==> config.mk <==
export PLATFORM = sky130hd
export DESIGN_NAME = utf8_validate_count_flat
export DESIGN_NICKNAME = d
export VERILOG_FILES = /design/src/design/uvc_pkg.sv /design/src/design/uvc_req_if.sv /design/src/design/uvc_rsp_if.sv /design/src/design/utf8_validate_count.sv /design/src/flat_wrapper.sv
export SDC_FILE = /design/constraint.sdc
export NUM_CORES = 1
export LEC_CHECK = 0
export BUFFER_PORTS_ARGS = -buffer_cell sky130_fd_sc_hd__buf_2
export CORE_UTILIZATION = 44
export CTS_BUF_LIST = sky130_fd_sc_hd__clkbuf_2
export CTS_CLUSTER_DIAMETER = 100
export DETAILED_ROUTE_END_ITERATION = 10
export GPL_TIMING_DRIVEN = 0
export PLACE_DENSITY = 0.59
export SLEW_MARGIN = 40
export SYNTH_ARGS = -nofsm -noshare
export SYNTH_HDL_FRONTEND = slang
export SYNTH_SLANG_ARGS = --single-unit
==> constraint.sdc <==
create_clock -name clock -period 4.2 [get_ports clock]
set_clock_uncertainty 0.15 [all_clocks]
set_input_delay 0.84 -clock clock [delete_from_list [all_inputs] [get_ports clock]]
set_output_delay 0.84 -clock clock [all_outputs]
set_load 0.02 [all_outputs]
==> src/design/uvc_pkg.sv <==
// ----------------------------------------------------------------------------
// UTF-8 validate/count package
// Payload types, byte class constants and counter limits shared by the block
// and its channel interfaces.
// ----------------------------------------------------------------------------
package uvc_pkg;

   localparam int MAX_STRING_BYTES = 65536;

   // Counters saturate at the smaller of the string limit and their range
   localparam logic [16:0] CNT_LIMIT =
      17'((MAX_STRING_BYTES < 'h1FFFF) ? MAX_STRING_BYTES : 'h1FFFF);
   localparam logic [16:0] OFFSET_LIMIT = 17'h0FFFF;

   localparam logic [7:0] CONT_MASK    = 8'hC0;
   localparam logic [7:0] CONT_TAG     = 8'h80;
   localparam logic [7:0] ASCII_TOP    = 8'h80;
   localparam logic [7:0] LEAD_MIN     = 8'hC2;
   localparam logic [7:0] LEAD_MAX     = 8'hF4;
   localparam logic [7:0] LEAD3_MIN    = 8'hE0;
   localparam logic [7:0] LEAD4_MIN    = 8'hF0;
   localparam logic [7:0] LEAD_E0      = 8'hE0;
   localparam logic [7:0] LEAD_ED      = 8'hED;
   localparam logic [7:0] LEAD_F0      = 8'hF0;
   localparam logic [7:0] LEAD_F4      = 8'hF4;
   localparam logic [7:0] CONT_A0      = 8'hA0;
   localparam logic [7:0] CONT_90      = 8'h90;
   localparam logic [7:0] ZERO_BYTE    = 8'h00;

   typedef struct packed {
      logic [7:0] data_byte;
      logic       byte_present;
      logic       last;
   } req_payload_type;

   typedef struct packed {
      logic        valid_res;
      logic [16:0] char_count;
      logic [15:0] error_offset;
   } rsp_payload_type;

endpackage

==> src/design/uvc_req_if.sv <==
// ----------------------------------------------------------------------------
// UTF-8 validate/count request channel
// Valid/ready channel carrying at most one string byte per request.
// ----------------------------------------------------------------------------
interface uvc_req_if;

   logic                     valid;
   logic                     ready;
   uvc_pkg::req_payload_type payload;

   modport source (output valid, output payload, input ready);
   modport sink   (input valid, input payload, output ready);

endinterface

==> src/design/uvc_rsp_if.sv <==
// ----------------------------------------------------------------------------
// UTF-8 validate/count response channel
// Valid/ready channel carrying one string verdict per response.
// ----------------------------------------------------------------------------
interface uvc_rsp_if;

   logic                     valid;
   logic                     ready;
   uvc_pkg::rsp_payload_type payload;

   modport source (output valid, output payload, input ready);
   modport sink   (input valid, input payload, output ready);

endinterface

==> src/design/utf8_validate_count.sv <==
// ----------------------------------------------------------------------------
// UTF-8 validator and character counter
// Checks a byte stream for well-formed UTF-8 and counts characters, giving
// one verdict per string (or per first error).
// ----------------------------------------------------------------------------
//  channel   direction  handshake          payload
//  req_ch    in         valid/ready        data_byte, byte_present, last
//  rsp_ch    out        valid/ready        valid_res, char_count, error_offset
//  csr       in         csr_wr_en          csr_wr_data (zero_ends_string)
//
//  One request per cycle sustained while the response side is not stalled;
//  an accepted request is held in the input register, then decoded into the
//  response register. The response register decouples the sides: a stalled
//  response holds the decode stage, and the input register fills behind it
//  before req_ch.ready falls. Synchronous active-high reset clears all string
//  state and the mode.
// ----------------------------------------------------------------------------
module utf8_validate_count (
   input  logic        clock,
   input  logic        reset,
   uvc_req_if.sink     req_ch,
   uvc_rsp_if.source   rsp_ch,
   input  logic        csr_wr_en,
   input  logic        csr_wr_data
);
   import uvc_pkg::*;

   // input register
   logic            in_valid_ff;
   req_payload_type in_data_ff;
   // string state
   logic [1:0]      bytes_needed_ff,  bytes_needed_in;
   logic [7:0]      lead_byte_ff,     lead_byte_in;
   logic            first_cont_ff,    first_cont_in;
   logic [16:0]     byte_position_ff, byte_position_in;
   logic [15:0]     char_start_ff,    char_start_in;
   logic [16:0]     chars_seen_ff,    chars_seen_in;
   logic            discarding_ff,    discarding_in;
   logic            zero_ends_ff;
   // response register
   logic            out_valid_ff;
   rsp_payload_type out_data_ff,      out_data_in;

   logic            advance;
   logic            emit;
   logic            emit_ok;
   logic            bad;
   logic [7:0]      b;

   function automatic logic [16:0] sat_inc(input logic [16:0] v);
      return (v < CNT_LIMIT) ? v + 17'd1 : v;
   endfunction

   function automatic logic cont_ok(input logic [7:0] cb, input logic first,
                                    input logic [7:0] lead);
      logic ok;
      ok = ((cb & CONT_MASK) == CONT_TAG);
      if (first) begin
         if (lead == LEAD_E0 && cb <  CONT_A0) ok = 1'b0;
         if (lead == LEAD_ED && cb >= CONT_A0) ok = 1'b0;
         if (lead == LEAD_F0 && cb <  CONT_90) ok = 1'b0;
         if (lead == LEAD_F4 && cb >= CONT_90) ok = 1'b0;
      end
      return ok;
   endfunction

   assign advance      = !out_valid_ff || rsp_ch.ready;
   assign req_ch.ready = !in_valid_ff || advance;
   assign rsp_ch.valid   = out_valid_ff;
   assign rsp_ch.payload = out_data_ff;
   assign b = in_data_ff.data_byte;

   always_comb begin
      bytes_needed_in  = bytes_needed_ff;
      lead_byte_in     = lead_byte_ff;
      first_cont_in    = first_cont_ff;
      byte_position_in = byte_position_ff;
      char_start_in    = char_start_ff;
      chars_seen_in    = chars_seen_ff;
      discarding_in    = discarding_ff;
      emit    = 1'b0;
      emit_ok = 1'b0;
      bad     = 1'b0;

      if (in_data_ff.byte_present && !discarding_ff) begin
         if (bytes_needed_ff == 2'd0) begin
            if (b == ZERO_BYTE && zero_ends_ff) begin
               emit          = 1'b1;
               emit_ok       = 1'b1;
               discarding_in = 1'b1;
            end else begin
               char_start_in = (byte_position_ff < OFFSET_LIMIT) ?
                               byte_position_ff[15:0] : OFFSET_LIMIT[15:0];
               if (b < ASCII_TOP) begin
                  chars_seen_in = sat_inc(chars_seen_ff);
               end else if (b < LEAD_MIN || b > LEAD_MAX) begin
                  bad = 1'b1;
               end else begin
                  lead_byte_in    = b;
                  first_cont_in   = 1'b1;
                  bytes_needed_in = (b < LEAD3_MIN) ? 2'd1 :
                                    (b < LEAD4_MIN) ? 2'd2 : 2'd3;
               end
            end
         end else begin
            if (!cont_ok(b, first_cont_ff, lead_byte_ff)) begin
               bad = 1'b1;
            end else begin
               first_cont_in   = 1'b0;
               bytes_needed_in = bytes_needed_ff - 2'd1;
               if (bytes_needed_ff == 2'd1) chars_seen_in = sat_inc(chars_seen_ff);
            end
         end
         if (bad) begin
            emit          = 1'b1;
            discarding_in = 1'b1;
         end else if (!discarding_in) begin
            byte_position_in = sat_inc(byte_position_ff);
         end
      end

      // end of string: truncated sequence counts as an error at its lead
      if (in_data_ff.last && !discarding_in && !emit) begin
         emit    = 1'b1;
         emit_ok = (bytes_needed_in == 2'd0);
      end

      out_data_in.valid_res    = emit_ok;
      out_data_in.char_count   = chars_seen_in;
      out_data_in.error_offset = emit_ok ? 16'd0 : char_start_in;

      if (in_data_ff.last) begin
         bytes_needed_in  = '0;
         lead_byte_in     = '0;
         first_cont_in    = 1'b0;
         byte_position_in = '0;
         char_start_in    = '0;
         chars_seen_in    = '0;
         discarding_in    = 1'b0;
      end
   end

   always_ff @(posedge clock) begin
      if (reset) begin
         in_valid_ff      <= 1'b0;
         out_valid_ff     <= 1'b0;
         zero_ends_ff     <= 1'b0;
         bytes_needed_ff  <= '0;
         lead_byte_ff     <= '0;
         first_cont_ff    <= 1'b0;
         byte_position_ff <= '0;
         char_start_ff    <= '0;
         chars_seen_ff    <= '0;
         discarding_ff    <= 1'b0;
      end else begin
         if (csr_wr_en) zero_ends_ff <= csr_wr_data;
         if (req_ch.ready) begin
            in_valid_ff <= req_ch.valid;
            in_data_ff  <= req_ch.payload;
         end
         if (advance) begin
            out_valid_ff <= in_valid_ff && emit;
            out_data_ff  <= out_data_in;
            if (in_valid_ff) begin
               bytes_needed_ff  <= bytes_needed_in;
               lead_byte_ff     <= lead_byte_in;
               first_cont_ff    <= first_cont_in;
               byte_position_ff <= byte_position_in;
               char_start_ff    <= char_start_in;
               chars_seen_ff    <= chars_seen_in;
               discarding_ff    <= discarding_in;
            end
         end
      end
   end

   // a pending first continuation implies a multi-byte character is open
   a_first_cont_open: assert property (@(posedge clock) disable iff (reset)
      first_cont_ff |-> bytes_needed_ff != 2'd0)
      else $error("first continuation pending with no bytes needed");

   a_chars_le_bytes: assert property (@(posedge clock) disable iff (reset)
      chars_seen_ff <= byte_position_ff && byte_position_ff <= CNT_LIMIT)
      else $error("character count exceeds byte position or limit");

   a_valid_no_offset: assert property (@(posedge clock) disable iff (reset)
      out_valid_ff && out_data_ff.valid_res |-> out_data_ff.error_offset == 16'd0)
      else $error("valid verdict carries an error offset");

   a_stall_holds_state: assert property (@(posedge clock) disable iff (reset)
      out_valid_ff && !rsp_ch.ready |=> $stable(chars_seen_ff) && $stable(discarding_ff))
      else $error("string state moved while the response was stalled");

endmodule

==> src/flat_wrapper.sv <==
// flat-port wrapper written by rule: the top's interface ports become plain ports
module utf8_validate_count_flat import uvc_pkg::*;
  (clock, reset, csr_wr_en, csr_wr_data, req_ch_valid, req_ch_payload, req_ch_ready, rsp_ch_valid, rsp_ch_payload, rsp_ch_ready);
  uvc_req_if req_ch_i ();
  uvc_rsp_if rsp_ch_i ();
  input  logic clock;
  input  logic reset;
  input  logic csr_wr_en;
  input  logic csr_wr_data;
  input wire logic [$bits(req_ch_i.valid)-1:0] req_ch_valid;
  input wire logic [$bits(req_ch_i.payload)-1:0] req_ch_payload;
  output wire logic [$bits(req_ch_i.ready)-1:0] req_ch_ready;
  output wire logic [$bits(rsp_ch_i.valid)-1:0] rsp_ch_valid;
  output wire logic [$bits(rsp_ch_i.payload)-1:0] rsp_ch_payload;
  input wire logic [$bits(rsp_ch_i.ready)-1:0] rsp_ch_ready;
  assign req_ch_i.valid = req_ch_valid;
  assign req_ch_i.payload = req_ch_payload;
  assign req_ch_ready = req_ch_i.ready;
  assign rsp_ch_valid = rsp_ch_i.valid;
  assign rsp_ch_payload = rsp_ch_i.payload;
  assign rsp_ch_i.ready = rsp_ch_ready;
  utf8_validate_count u_core (.clock(clock), .reset(reset), .req_ch(req_ch_i), .rsp_ch(rsp_ch_i), .csr_wr_en(csr_wr_en), .csr_wr_data(csr_wr_data));
endmodule
[Word-level counts from Yosys, hierarchy flattened]
Cells that the tools add are included.
Word-level totals
  bits in registers: 109
  bits in latches: 0
  memory bits (writable): 0
  ROM bits: 0
  input bits: 16
  output and inout port bits: 36
  logic and storage cells: 142
  memories: 0
Cells by class
  add/subtract/negate cells: 3
  multiply operators: 0
  div/mod/pow operators: 0
  magnitude comparators: 12
  equal/unequal tests: 14
  shifts and indexed selects: 0
  multiplexer cells: 66
  bitwise gates (word level): 1
  reduce and logical (&&, ||, !) cells: 30
Operators with widths (count)
  $mux W17: 13
  $mux W16: 5
  $lt A8 B8 Y1 const B: 6
  $mux W8: 6
  $add A17 B1 Y17 const B: 2
  $lt A17 B17 Y1 const B: 2
  $mux W1: 34
  $eq A8 B8 Y1 const B: 4
  $lt A17 B16 Y1 const B: 1
  $ge A8 B8 Y1 const B: 2
  $mux W2: 8
  $reduce_and A7 Y1: 2
  $ne A2 B1 Y1 const B: 5
  $logic_and A1 B1 Y1: 9
  $ne A3 B2 Y1 const B: 3
  $gt A8 B8 Y1 const B: 1
  $logic_not A8 Y1: 1
  $reduce_and A2 Y1: 3
  $reduce_and A6 Y1: 1
  $reduce_bool A2 Y1: 3
  $logic_not A1 Y1: 5
  $logic_not A2 Y1: 2
  $logic_or A1 B1 Y1: 3
  $reduce_bool A3 Y1: 1
  4 further kinds: 4

[Depth between registers and ports, before layout]
Gate-level depths: netlist of the first run.
  depth after elaboration: 19
  mapped depth: 9
  gate-level depth less buffers: 8

[Least setup slack after synthesis of the first run]
OpenSTA, ideal clock, no wires.
  path type: input to register
  start point: input port reset
  end point: register u_core.out_data_ff, in the netlist u_core.rsp_ch.payload[0], enable pin
  setup time: 0.425 ns
  arrival time: 2.891 ns
  required time: 3.625 ns
  slack: 0.734 ns
  stages on the path: 4
  buffers on the path: 3
  cells stage by stage: clkbuf_1 clkbuf_1 clkbuf_1 nor2_1
On the way
  word-level cells in the longest chain between the ends: 2
Ends and longest elaborated chain
  start, declared: RTL line flat_wrapper.sv:7  | input logic reset;
  $not A1 Y1 (no line)
  $reduce_and A2 Y1 (no line)
  end signal, assigned: RTL line utf8_validate_count.sv:163  | out_data_ff <= out_data_in;
  end, declared: RTL line utf8_validate_count.sv:42  | rsp_payload_type out_data_ff, out_data_in;
No other way between the ends.
A chain may end at the register's enable or synchronous reset.

[Final worst setup path of the first run]
  start point: register u_core.bytes_needed_ff[1]
  end point: register u_core.lead_byte_ff[0]
On the way
  word-level cells in the longest chain between the ends: 3
Ends and longest elaborated chain
  start, declared: RTL line utf8_validate_count.sv:32  | logic [1:0] bytes_needed_ff, bytes_needed_in;
  start signal, assigned: RTL line utf8_validate_count.sv:165  | bytes_needed_ff <= bytes_needed_in;
  $logic_not A2 Y1: RTL line utf8_validate_count.sv:86  | if (bytes_needed_ff == 2'd0) begin
  $reduce_bool A2 Y1 (no line)
  $reduce_and A7 Y1 (no line)
  end signal, assigned: RTL line utf8_validate_count.sv:166  | lead_byte_ff <= lead_byte_in;
  end, declared: RTL line utf8_validate_count.sv:33  | logic [7:0] lead_byte_ff, lead_byte_in;
No other way between the ends.

==> flow_summary.yaml, run 1 <==
status:
  status: "completed"
global_routing:
  top_usage_layer: "met2"
  met1_usage: 0.330
  grt_pass1_vias: 4708
  grt_start_max_net_pins: 23
  antenna_found_initial: 0
  grt_overflow_total: 0
  met2_usage: 0.372
  track_usage: 0.238
  use_met3: 0.0319
  grt_pass1_wl_um: 23900
worst_setup_path:
  critPathCaptureType: "flop"
  r2r_end: "u_core.lead_byte_ff[0]"
  crit_fanout: 9
  cp.arrival_ns: 3.61
  required_ns: 4.65
  worstSetupPathType: "reg2reg"
  rr_startpoint: "u_core.bytes_needed_ff[1]"
  crit_path_end: "u_core.lead_byte_ff[0]"
  crit_start: "u_core.bytes_needed_ff[1]"
  rrSetupSlack_ns: 1.03
  start_kind: "flop"
  ff2ff_path_depth: 8
yosys:
  synth_area_leaders: "edfxtp_1 (24%), dfxtp_1 (24%), a21oi_1 (5.3%)"
  yosysTopAreaCellShare: 0.239
  yosysSeqAreaShare: 0.475
  yosysTopAreaCell: "edfxtp_1"
  ys.flop_type: "dfxtp_1"
  synth_area_um2: 5520
  synth_edf_count: 44
  syn_nets: 628
  synthCells: 608
  async_flop_share: 0
  syn_avg_cell_area_um2: 9.08
  yosys_warnings: 0
  ys_types: 64
  synth_seq_cells: 109
job:
  maxCapViolations: 0
cts:
  path_clk_slew_ns: 0.28
  clk_path_buf_depth: 2
  cts_made_buffers: 9
  cts_htree_levels: 3
  cts_resized: 0
  cts_tree: "done"
  insertion_delay_ns: 0.65
  post_cts_buffers: 0
  cts_num_sinks: 109
  cts_root_buf: "clkbuf_2"
  ctsHoldBuffers: 0
timing:
  fin_crit_ns: 3.17
  fmax_mhz: 316
  finalCritPeriodShare: 0.754
  drv_slew: 0
  hold_viol: 0
  timing.hold.ws_ns: 0.194
  worstMarginPinSlew_ns: 0.844
  rsz0062_at_grt: "no"
  relSlewSlack: 0.430
  setup_viol: 0
power:
  p_switching_mw: 0.538
  p_leak_nw: 2.08
  vdd_drop_max_v: 0.000172
  p_sw_frac: 0.277
  power_density_nw_per_um2: 315
  combPwrFrac: 0.118
  p_int_mw: 1.40
  pwr-share-seq: 0.596
  power.share.clock: 0.286
floorplanning:
  io_pins: 52
  rows: 40
  die_h_um: 114
  initial_core_util: 0.456
  die_w_um: 114
  die-area_um2: 13000
  core_area_um2: 12100
drt:
  num_vias: 4997
  drtPass1Iterations: 5
  ant_nets: 0
  totalWireLength_um: 14700
  routedWlPerCell_um: 17.4
  drt_iter0_drc: 438
  drc: 0
  avgViaCountPerCell: 5.92
hold_path:
  hp-class: "in2reg"
layout:
  area_delta_synth_final_pct: 11.4
  final_cell_area_um2: 6150
  layout-drive-gt1-share: 0.136
  nNetsFinal: 691
  diodes: 0
placed_design:
  postPlaceCellArea_um2: 6010
  hpwl_um: 10500
  gp_congestion: 0.924
  io_buffers: 51
[through the flow]
step	cells	setup slack [ns]	TNS (ns)	power (mW)	util
finish	844	1.03	0	1.94	0.508
global route	844	0.819	0	2.02	0.508
floorplan	608	0.734	0	1.32	-
global placement	827	-0.532	-17.96	1.40	0.494
CTS	844	1.10	0	1.96	0.508
detailed placement	828	0.999	0	1.40	0.496
[kinds of logic (layout without fill, tap and decap cells)]
| family | after synthesis | count (layout) | synth area share |
|---|---|---|---|
| AOI/OAI and AO/OA | 169 | 169 | 0.208 |
| adders and majority gates | 4 | 4 | 0.00906 |
| muxes | 3 | 3 | 0.00567 |
| xor gates and xnor gates | 15 | 15 | 0.0238 |
| and+or+nand+nor | 246 | 246 | 0.230 |
| DFF | 109 | 109 | 0.475 |
| buffers and inverters | 62 | 130 | 0.0489 |
[sequential cells by signal, indices dropped and copies added (netlist names)]
name	cells
u_core.bytes_needed_ff	2
u_core.in_data_ff	2
u_core.byte_position_ff	17
u_core.rsp_ch.payload	34
u_core.chars_seen_ff	17
u_core.discarding_ff	1
u_core.zero_ends_ff	1
u_core.char_start_ff	16
u_core.b	8
u_core.first_cont_ff	1
u_core.lead_byte_ff	8
u_core.in_valid_ff	1
u_core.rsp_ch.valid	1
[layer usage]
layer | vias up | part of all wire
met4 | 0 | 0.022
met3 | 26 | 0.060
met5 | - | 0
met1 | 2367 | 0.46
li1 | 2411 | -
met2 | 193 | 0.46
[synth_stat cells, types with 7 or more instances]
library cell  instances
or4_1                10
clkbuf_1             33
o311ai_1              8
nor3_1               37
a22oi_1              11
dfxtp_1              65
o21ai_0              22
a31oi_1              16
nand3_1              27
o31ai_1              10
nand4_1              21
inv_1                19
edfxtp_1             44
nand2_1              47
a21oi_1              58
xnor2_1               9
a311o_1               7
nor2_1               57
[worst max-delay path, stage by stage, from the launching register on]
cell and delay [ns]:
dfxtp_1 0.39, inv_1 0.11, ha_1 0.38, nand3b_1 0.20, a41oi_1 0.69, nand2_1 0.39, nor3_2 0.52, a22oi_1 0.18
nor2_1 0.11
[cell usage in the layout (no fill, tap or decap), types with 19 or more instances in the layout]
cell	n
nand2_1	47
nand4_1	21
edfxtp_1	44
dfxtp_1	65
nor2_1	56
nor3_1	37
clkbuf_1	33
a21oi_1	57
inv_1	19
o21ai_0	22
buf_2	54
nand3_1	27
[layout make-up]
class                   instances  area, um^2
fillers                      1205        5960
plain buffers                  43         199
repair buffers                 52         270
well taps                     168         210
flip-flops and latches        109        2620
clock buffers                  10        50.0
clock inverters                 6        88.8
inverters                      19        71.3
multi-input cells             437        2640
[power groups by stage]
stage          Combinational, mW  Sequential, mW  Clock (mW)
2_1_floorplan              0.126            1.20           0
6_report                   0.230            1.16       0.554
3_5_place_dp               0.227            1.18           0
5_1_grt                    0.249            1.16       0.612
4_1_cts                    0.228            1.16       0.575
3_3_place_gp               0.223            1.18           0
[worst min path at each step]
stage	startpoint	to	slack [ns]	depth (start not counted)
6_report	req_ch_payload[0]	u_core.in_data_ff[0]	0.19	1
5_1_grt	req_ch_payload[4]	u_core.b[2]	0.16	1
4_1_cts	req_ch_payload[8]	u_core.b[6]	0.15	1
3_5_place_dp	u_core.bytes_needed_ff[1]	u_core.bytes_needed_ff[1]	0.31	2
3_3_place_gp	u_core.char_start_ff[11]	u_core.char_start_ff[11]	0.30	2
2_1_floorplan	u_core.char_start_ff[11]	u_core.char_start_ff[11]	0.28	2
Note: power is estimated with default switching activity, not from simulation.
==> inputs of run 2 (changes only) <==
==> constraint.sdc (replaced) <==
create_clock -name clock -period 3.12 [get_ports clock]
set_clock_uncertainty 0.15 [all_clocks]
set_input_delay 0.624 -clock clock [delete_from_list [all_inputs] [get_ports clock]]
set_output_delay 0.624 -clock clock [all_outputs]
set_load 0.02 [all_outputs]
==> flow_summary.yaml, run 2 (synthesis results as in run 1) <==
status:
  status: "completed"
floorplanning:
  die_h_um: 114
  die_w_um: 114
  initial_core_util: 0.456
  rows: 40
  die-area_um2: 13000
  core_area_um2: 12100
  io_pins: 52
layout:
  final_cell_mix: "dfxtp_1 (65), a21oi_1 (57), nor2_1 (55)"
  fin_cells: 854
  largest_register_ffs: 34
  nNetsFinal: 701
  area_delta_synth_final_pct: 14.1
  layout-drive-gt1-share: 0.147
  diodes: 0
  final_common_cell: "dfxtp_1"
  final_cell_area_um2: 6300
drt:
  drt_iter0_drc: 430
  routedWlPerCell_um: 17.6
  num_vias: 5056
  drtPass1Iterations: 5
  totalWireLength_um: 15100
  ant_nets: 0
  avgViaCountPerCell: 5.92
  drc: 0
global_routing:
  track_usage: 0.237
  grt_start_max_net_pins: 24
  antenna_found_initial: 0
  grt_pass1_vias: 4718
  grt_pass1_wl_um: 23900
  grt_overflow_total: 0
timing:
  drv_slew: 0
  setup_viol: 0
  timing.hold.ws_ns: 0.0590
  relSlewSlack: 0.511
  finalCritPeriodShare: 0.960
  worstMarginPinSlew_ns: 0.733
  fmax_mhz: 334
  fin_crit_ns: 3.00
  hold_viol: 0
  rsz0062_at_grt: "no"
worst_setup_path:
  critPathCaptureType: "flop"
  worstSetupPathType: "reg2reg"
  cp_common_cell: "a21oi_1"
  cp_slowest_stage_delay_ns: 0.56
  slowest_stage: "a311oi_4"
  cp.arrival_ns: 3.26
  crit_fanout: 10
  crit_path_cell_trace: "inv_1 -> ha_1 -> nand3b_1 -> nor4b_2 -> a21oi_1 -> a311oi_4 -> buf_4 -> a21oi_1"
  start_kind: "flop"
  path_buf_inv: 2
  required_ns: 3.38
  critical-path-top-delay-family: "compound AO/OA/AOI/OAI gates"
cts:
  cts_made_buffers: 9
  clk_path_buf_depth: 2
  insertion_delay_ns: 0.63
  path_clk_slew_ns: 0.29
  post_cts_buffers: 0
  cts_htree_levels: 3
  cts_num_sinks: 109
  cts_root_buf: "clkbuf_2"
  cts_tree: "done"
power:
  p_sw_frac: 0.280
  power_density_nw_per_um2: 419
  vdd_drop_max_v: 0.000187
  p_int_mw: 1.90
  pwr-share-seq: 0.590
  power.share.clock: 0.287
  combPwrFrac: 0.123
  p_leak_nw: 2.14
  p_switching_mw: 0.739
placed_design:
  dp.cells: 828
  hpwl_um: 10500
  io_buffers: 51
  postPlaceCellArea_um2: 6010
  gp_congestion: 0.915
hold_path:
  hp-class: "in2reg"
job:
  maxCapViolations: 0
## run 2: per-stage QoR
stage                     setup TNS (ns)  power, mW  setup slack (ns)   util
after floorplan                        0       1.78             0.427      -
after global placement            -17.50       1.88            -0.519  0.495
after detailed placement               0       1.89            0.0150  0.496
after CTS                              0       2.66            0.0469  0.517
after global routing                   0       2.74            0.0217  0.520
final                                  0       2.64             0.124  0.520
## run 2: cell type report
type                            instances  area (um^2)
Clock buffer                           10         50.0
Multi-Input combinational cell        437         2690
Buffer                                 43          201
Clock inverter                          6         87.6
Sequential cell                       109         2620
Inverter                               19         71.3
Fill cell                            1178         5810
Tap cell                              168          210
Timing Repair Buffer                   62          370
## run 2: final timing paths
path / to / cells after the start / start / slack (ns)
setup / recovery: u_core.rsp_ch.payload[3] / 8 / u_core.bytes_needed_ff[0] / 0.12
hold / removal: u_core.in_valid_ff / 3 / req_ch_valid / 0.06
setup reg to reg: u_core.rsp_ch.payload[3] / 8 / u_core.bytes_needed_ff[0] / 0.12
hold reg to reg: u_core.char_start_ff[11] / 2 / u_core.char_start_ff[11] / 0.36
## run 2: worst register-to-register path, stage by stage (launching register included)
cell and delay (ns):
dfxtp_1 0.42, inv_1 0.09, ha_1 0.39, nand3b_1 0.27, nor4b_2 0.42, a21oi_1 0.13, a311oi_4 0.56, buf_4 0.26
a21oi_1 0.10
## run 2: routing by layer
metal | global-route usage | up-vias | routed length [um]
met1 | 0.325 | 2392 | 7000
li1 | - | 2434 | -
met4 | 0.111 | 0 | 310
met5 | 0 | - | 0
met2 | 0.364 | 205 | 6870
met3 | 0.0404 | 25 | 881
## run 2: repair_timing
| action | in CTS | in global routing |
|---|---|---|
| gates cloned | 0 | 0 |
| endpoints found under the setup margin | 1 | 28 |
| hold endpoints to repair | 10 | 0 |
| gates resized for setup | 1 | 9 |
| hold buffers | 10 | 0 |
## run 2: power by group through the flow
stage | logic, mW | clock network [mW] | registers [mW]
after floorplan | 0.170 | 0 | 1.61
after global placement | 0.300 | 0 | 1.58
after detailed placement | 0.306 | 0 | 1.58
after CTS | 0.319 | 0.783 | 1.56
after global routing | 0.352 | 0.828 | 1.56
final | 0.326 | 0.757 | 1.56
==> inputs of run 3 (changes only) <==
--- a/config.mk
+++ b/config.mk
@@ -6,12 +6,13 @@
 export NUM_CORES = 1
 export LEC_CHECK = 0
 export BUFFER_PORTS_ARGS = -buffer_cell sky130_fd_sc_hd__buf_2
+export CORE_ASPECT_RATIO = 0.6
 export CORE_UTILIZATION = 44
 export CTS_BUF_LIST = sky130_fd_sc_hd__clkbuf_2
 export CTS_CLUSTER_DIAMETER = 100
 export DETAILED_ROUTE_END_ITERATION = 10
 export GPL_TIMING_DRIVEN = 0
-export PLACE_DENSITY = 0.59
+export PLACE_DENSITY = 0.61
 export SLEW_MARGIN = 40
 export SYNTH_ARGS = -nofsm -noshare
 export SYNTH_HDL_FRONTEND = slang
==> constraint.sdc (replaced) <==
create_clock -name clock -period 2.7 [get_ports clock]
set_clock_uncertainty 0.15 [all_clocks]
set_input_delay 0.54 -clock clock [delete_from_list [all_inputs] [get_ports clock]]
set_output_delay 0.54 -clock clock [all_outputs]
set_load 0.02 [all_outputs]
==> flow_summary.yaml, run 3 (synthesis results as in run 1) <==
status:
  status: "completed"
timing:
  hold_viol: 0
  fmax_mhz: 374
  relSlewSlack: 0.568
  setup_viol: 0
  finalCritPeriodShare: 0.990
  worstMarginPinSlew_ns: 0.648
  rsz0062_at_grt: "yes"
  fin_crit_ns: 2.67
  finalSetupTns_ns: 0
  drv_slew: 0
worst_setup_path:
  cp.arrival_ns: 3.10
  crit_fanout: 10
  required_ns: 3.13
  critPathCaptureType: "flop"
  cp_slowest_stage_delay_ns: 0.55
  start_kind: "flop"
  slowest_stage: "edfxtp_1"
  path_buf_inv: 1
  worstSetupPathType: "reg2reg"
  crit_path_cell_trace: "o21a_1 -> o211ai_4 -> a311oi_2 -> o41a_1 -> buf_6 -> or4_1 -> a21oi_1"
  critical-path-top-delay-family: "compound AO/OA/AOI/OAI gates"
power:
  combPwrFrac: 0.149
  vdd_drop_max_v: 0.000273
  p_switching_mw: 0.883
  p_leak_nw: 2.31
  p_int_mw: 2.14
  fin_total_pwr_mw: 3.03
  power.share.clock: 0.256
  p_sw_frac: 0.292
  pwr-share-seq: 0.595
  power_density_nw_per_um2: 457
layout:
  multi_input_area_um2: 2820
  post-route-util: 0.546
  final_common_cell: "dfxtp_1"
  area_delta_synth_final_pct: 20.0
  fin_cells: 872
  largest_register_ffs: 34
  n_fill_cell: 1124
  register_area_um2: 2630
  final_cell_mix: "dfxtp_1 (61), a21oi_1 (57), nor2_1 (55), buf_2 (55), nand2_1 (46)"
  layout-drive-gt1-share: 0.197
  diodes: 0
  nNetsFinal: 722
floorplanning:
  io_pins: 52
  die_w_um: 147
  core_area_um2: 12100
  die_h_um: 88.8
  die-area_um2: 13000
  rows: 31
  initial_core_util: 0.455
drt:
  routedWlPerCell_um: 18.4
  totalWireLength_um: 16100
  avgViaCountPerCell: 6.10
  drtPass1Iterations: 5
  drt_iter0_drc: 519
  ant_nets: 0
  num_vias: 5321
  drc: 0
job:
  maxCapViolations: 0
placed_design:
  gp_congestion: 0.928
  io_buffers: 51
  hpwl_um: 11200
  dp.cells: 825
global_routing:
  grt_pass1_vias: 4708
  track_usage: 0.252
  grt_overflow_total: 0
  grt_start_max_net_pins: 22
  grt_pass1_wl_um: 25300
  antenna_found_initial: 0
cts:
  insertion_delay_ns: 0.62
  clk_path_buf_depth: 2
  cts_tree: "done"
  path_clk_slew_ns: 0.29
  cts_htree_levels: 3
  cts_root_buf: "clkbuf_2"
  cts_num_sinks: 109
  cts_made_buffers: 9
hold_path:
  hp-class: "in2reg"
==> run 3: cell count changes in the layout (fill, tap and decap cells not counted), sizes merged <==
cell,change
clkbuf,-3
dlygate4sd3,+3
bufinv,-1
clkinvlp,+1
buf,+21
==> run 3: layout make-up <==
type / instances / area share
Clock buffer: 10 / 0.00756
Tap cell: 165 / 0.0312
Inverter: 19 / 0.0108
Timing Repair Buffer: 85 / 0.0875
Multi-Input combinational cell: 437 / 0.426
Sequential cell: 109 / 0.397
Clock inverter: 6 / 0.00944
Buffer: 41 / 0.0308
==> run 3: power by group through the flow <==
stage / logic [mW] / clock network (mW) / registers [mW]
floorplan: 0.196 / 0 / 1.86
global placement: 0.354 / 0 / 1.83
detailed placement: 0.366 / 0 / 1.83
CTS: 0.421 / 0.783 / 1.80
global route: 0.484 / 0.846 / 1.81
finish: 0.451 / 0.775 / 1.80
==> run 3: layer usage <==
metal	global-route usage	up-vias	part of all wire
met5	0	-	0
met4	0.0729	0	0.013
met3	0.0588	17	0.097
met2	0.363	264	0.41
met1	0.373	2558	0.48
li1	-	2482	-
==> run 3: worst paths after layout <==
check,endpoint,slack (ns),cells after the start,start
worst min-delay path,u_core.char_start_ff[7],0.12,4,reset
worst max-delay path,u_core.byte_position_ff[14],0.03,7,u_core.b[1]
worst min register to register,u_core.bytes_needed_ff[1],0.34,2,u_core.bytes_needed_ff[1]
worst max register to register,u_core.byte_position_ff[14],0.03,7,u_core.b[1]
==> run 3: repair_timing <==
action,CTS,global route
hold buffers,13,0
gates resized for setup,22,18
hold endpoints to repair,12,0
setup endpoints to repair,70,70
setup buffers,13,7
pin swaps,7,10
==> run 3: worst register-to-register path, cell delays in order (launching register included) <==
cell      delay, ns
edfxtp_1       0.55
o21a_1         0.26
o211ai_4       0.23
a311oi_2       0.20
o41a_1         0.47
buf_6          0.17
or4_1          0.46
a21oi_1        0.16
==> run 3: per-stage QoR <==
step                hold slack [ns]  instance area, um^2  worst slack (ns)
finish                        0.115                 6620            0.0262
global route                 0.0916                 6620            -0.126
CTS                          0.0909                 6480           0.00562
detailed placement            0.308                 6030            -0.573
global placement              0.293                 5990            -0.912
floorplan                     0.282                 5520            0.0906
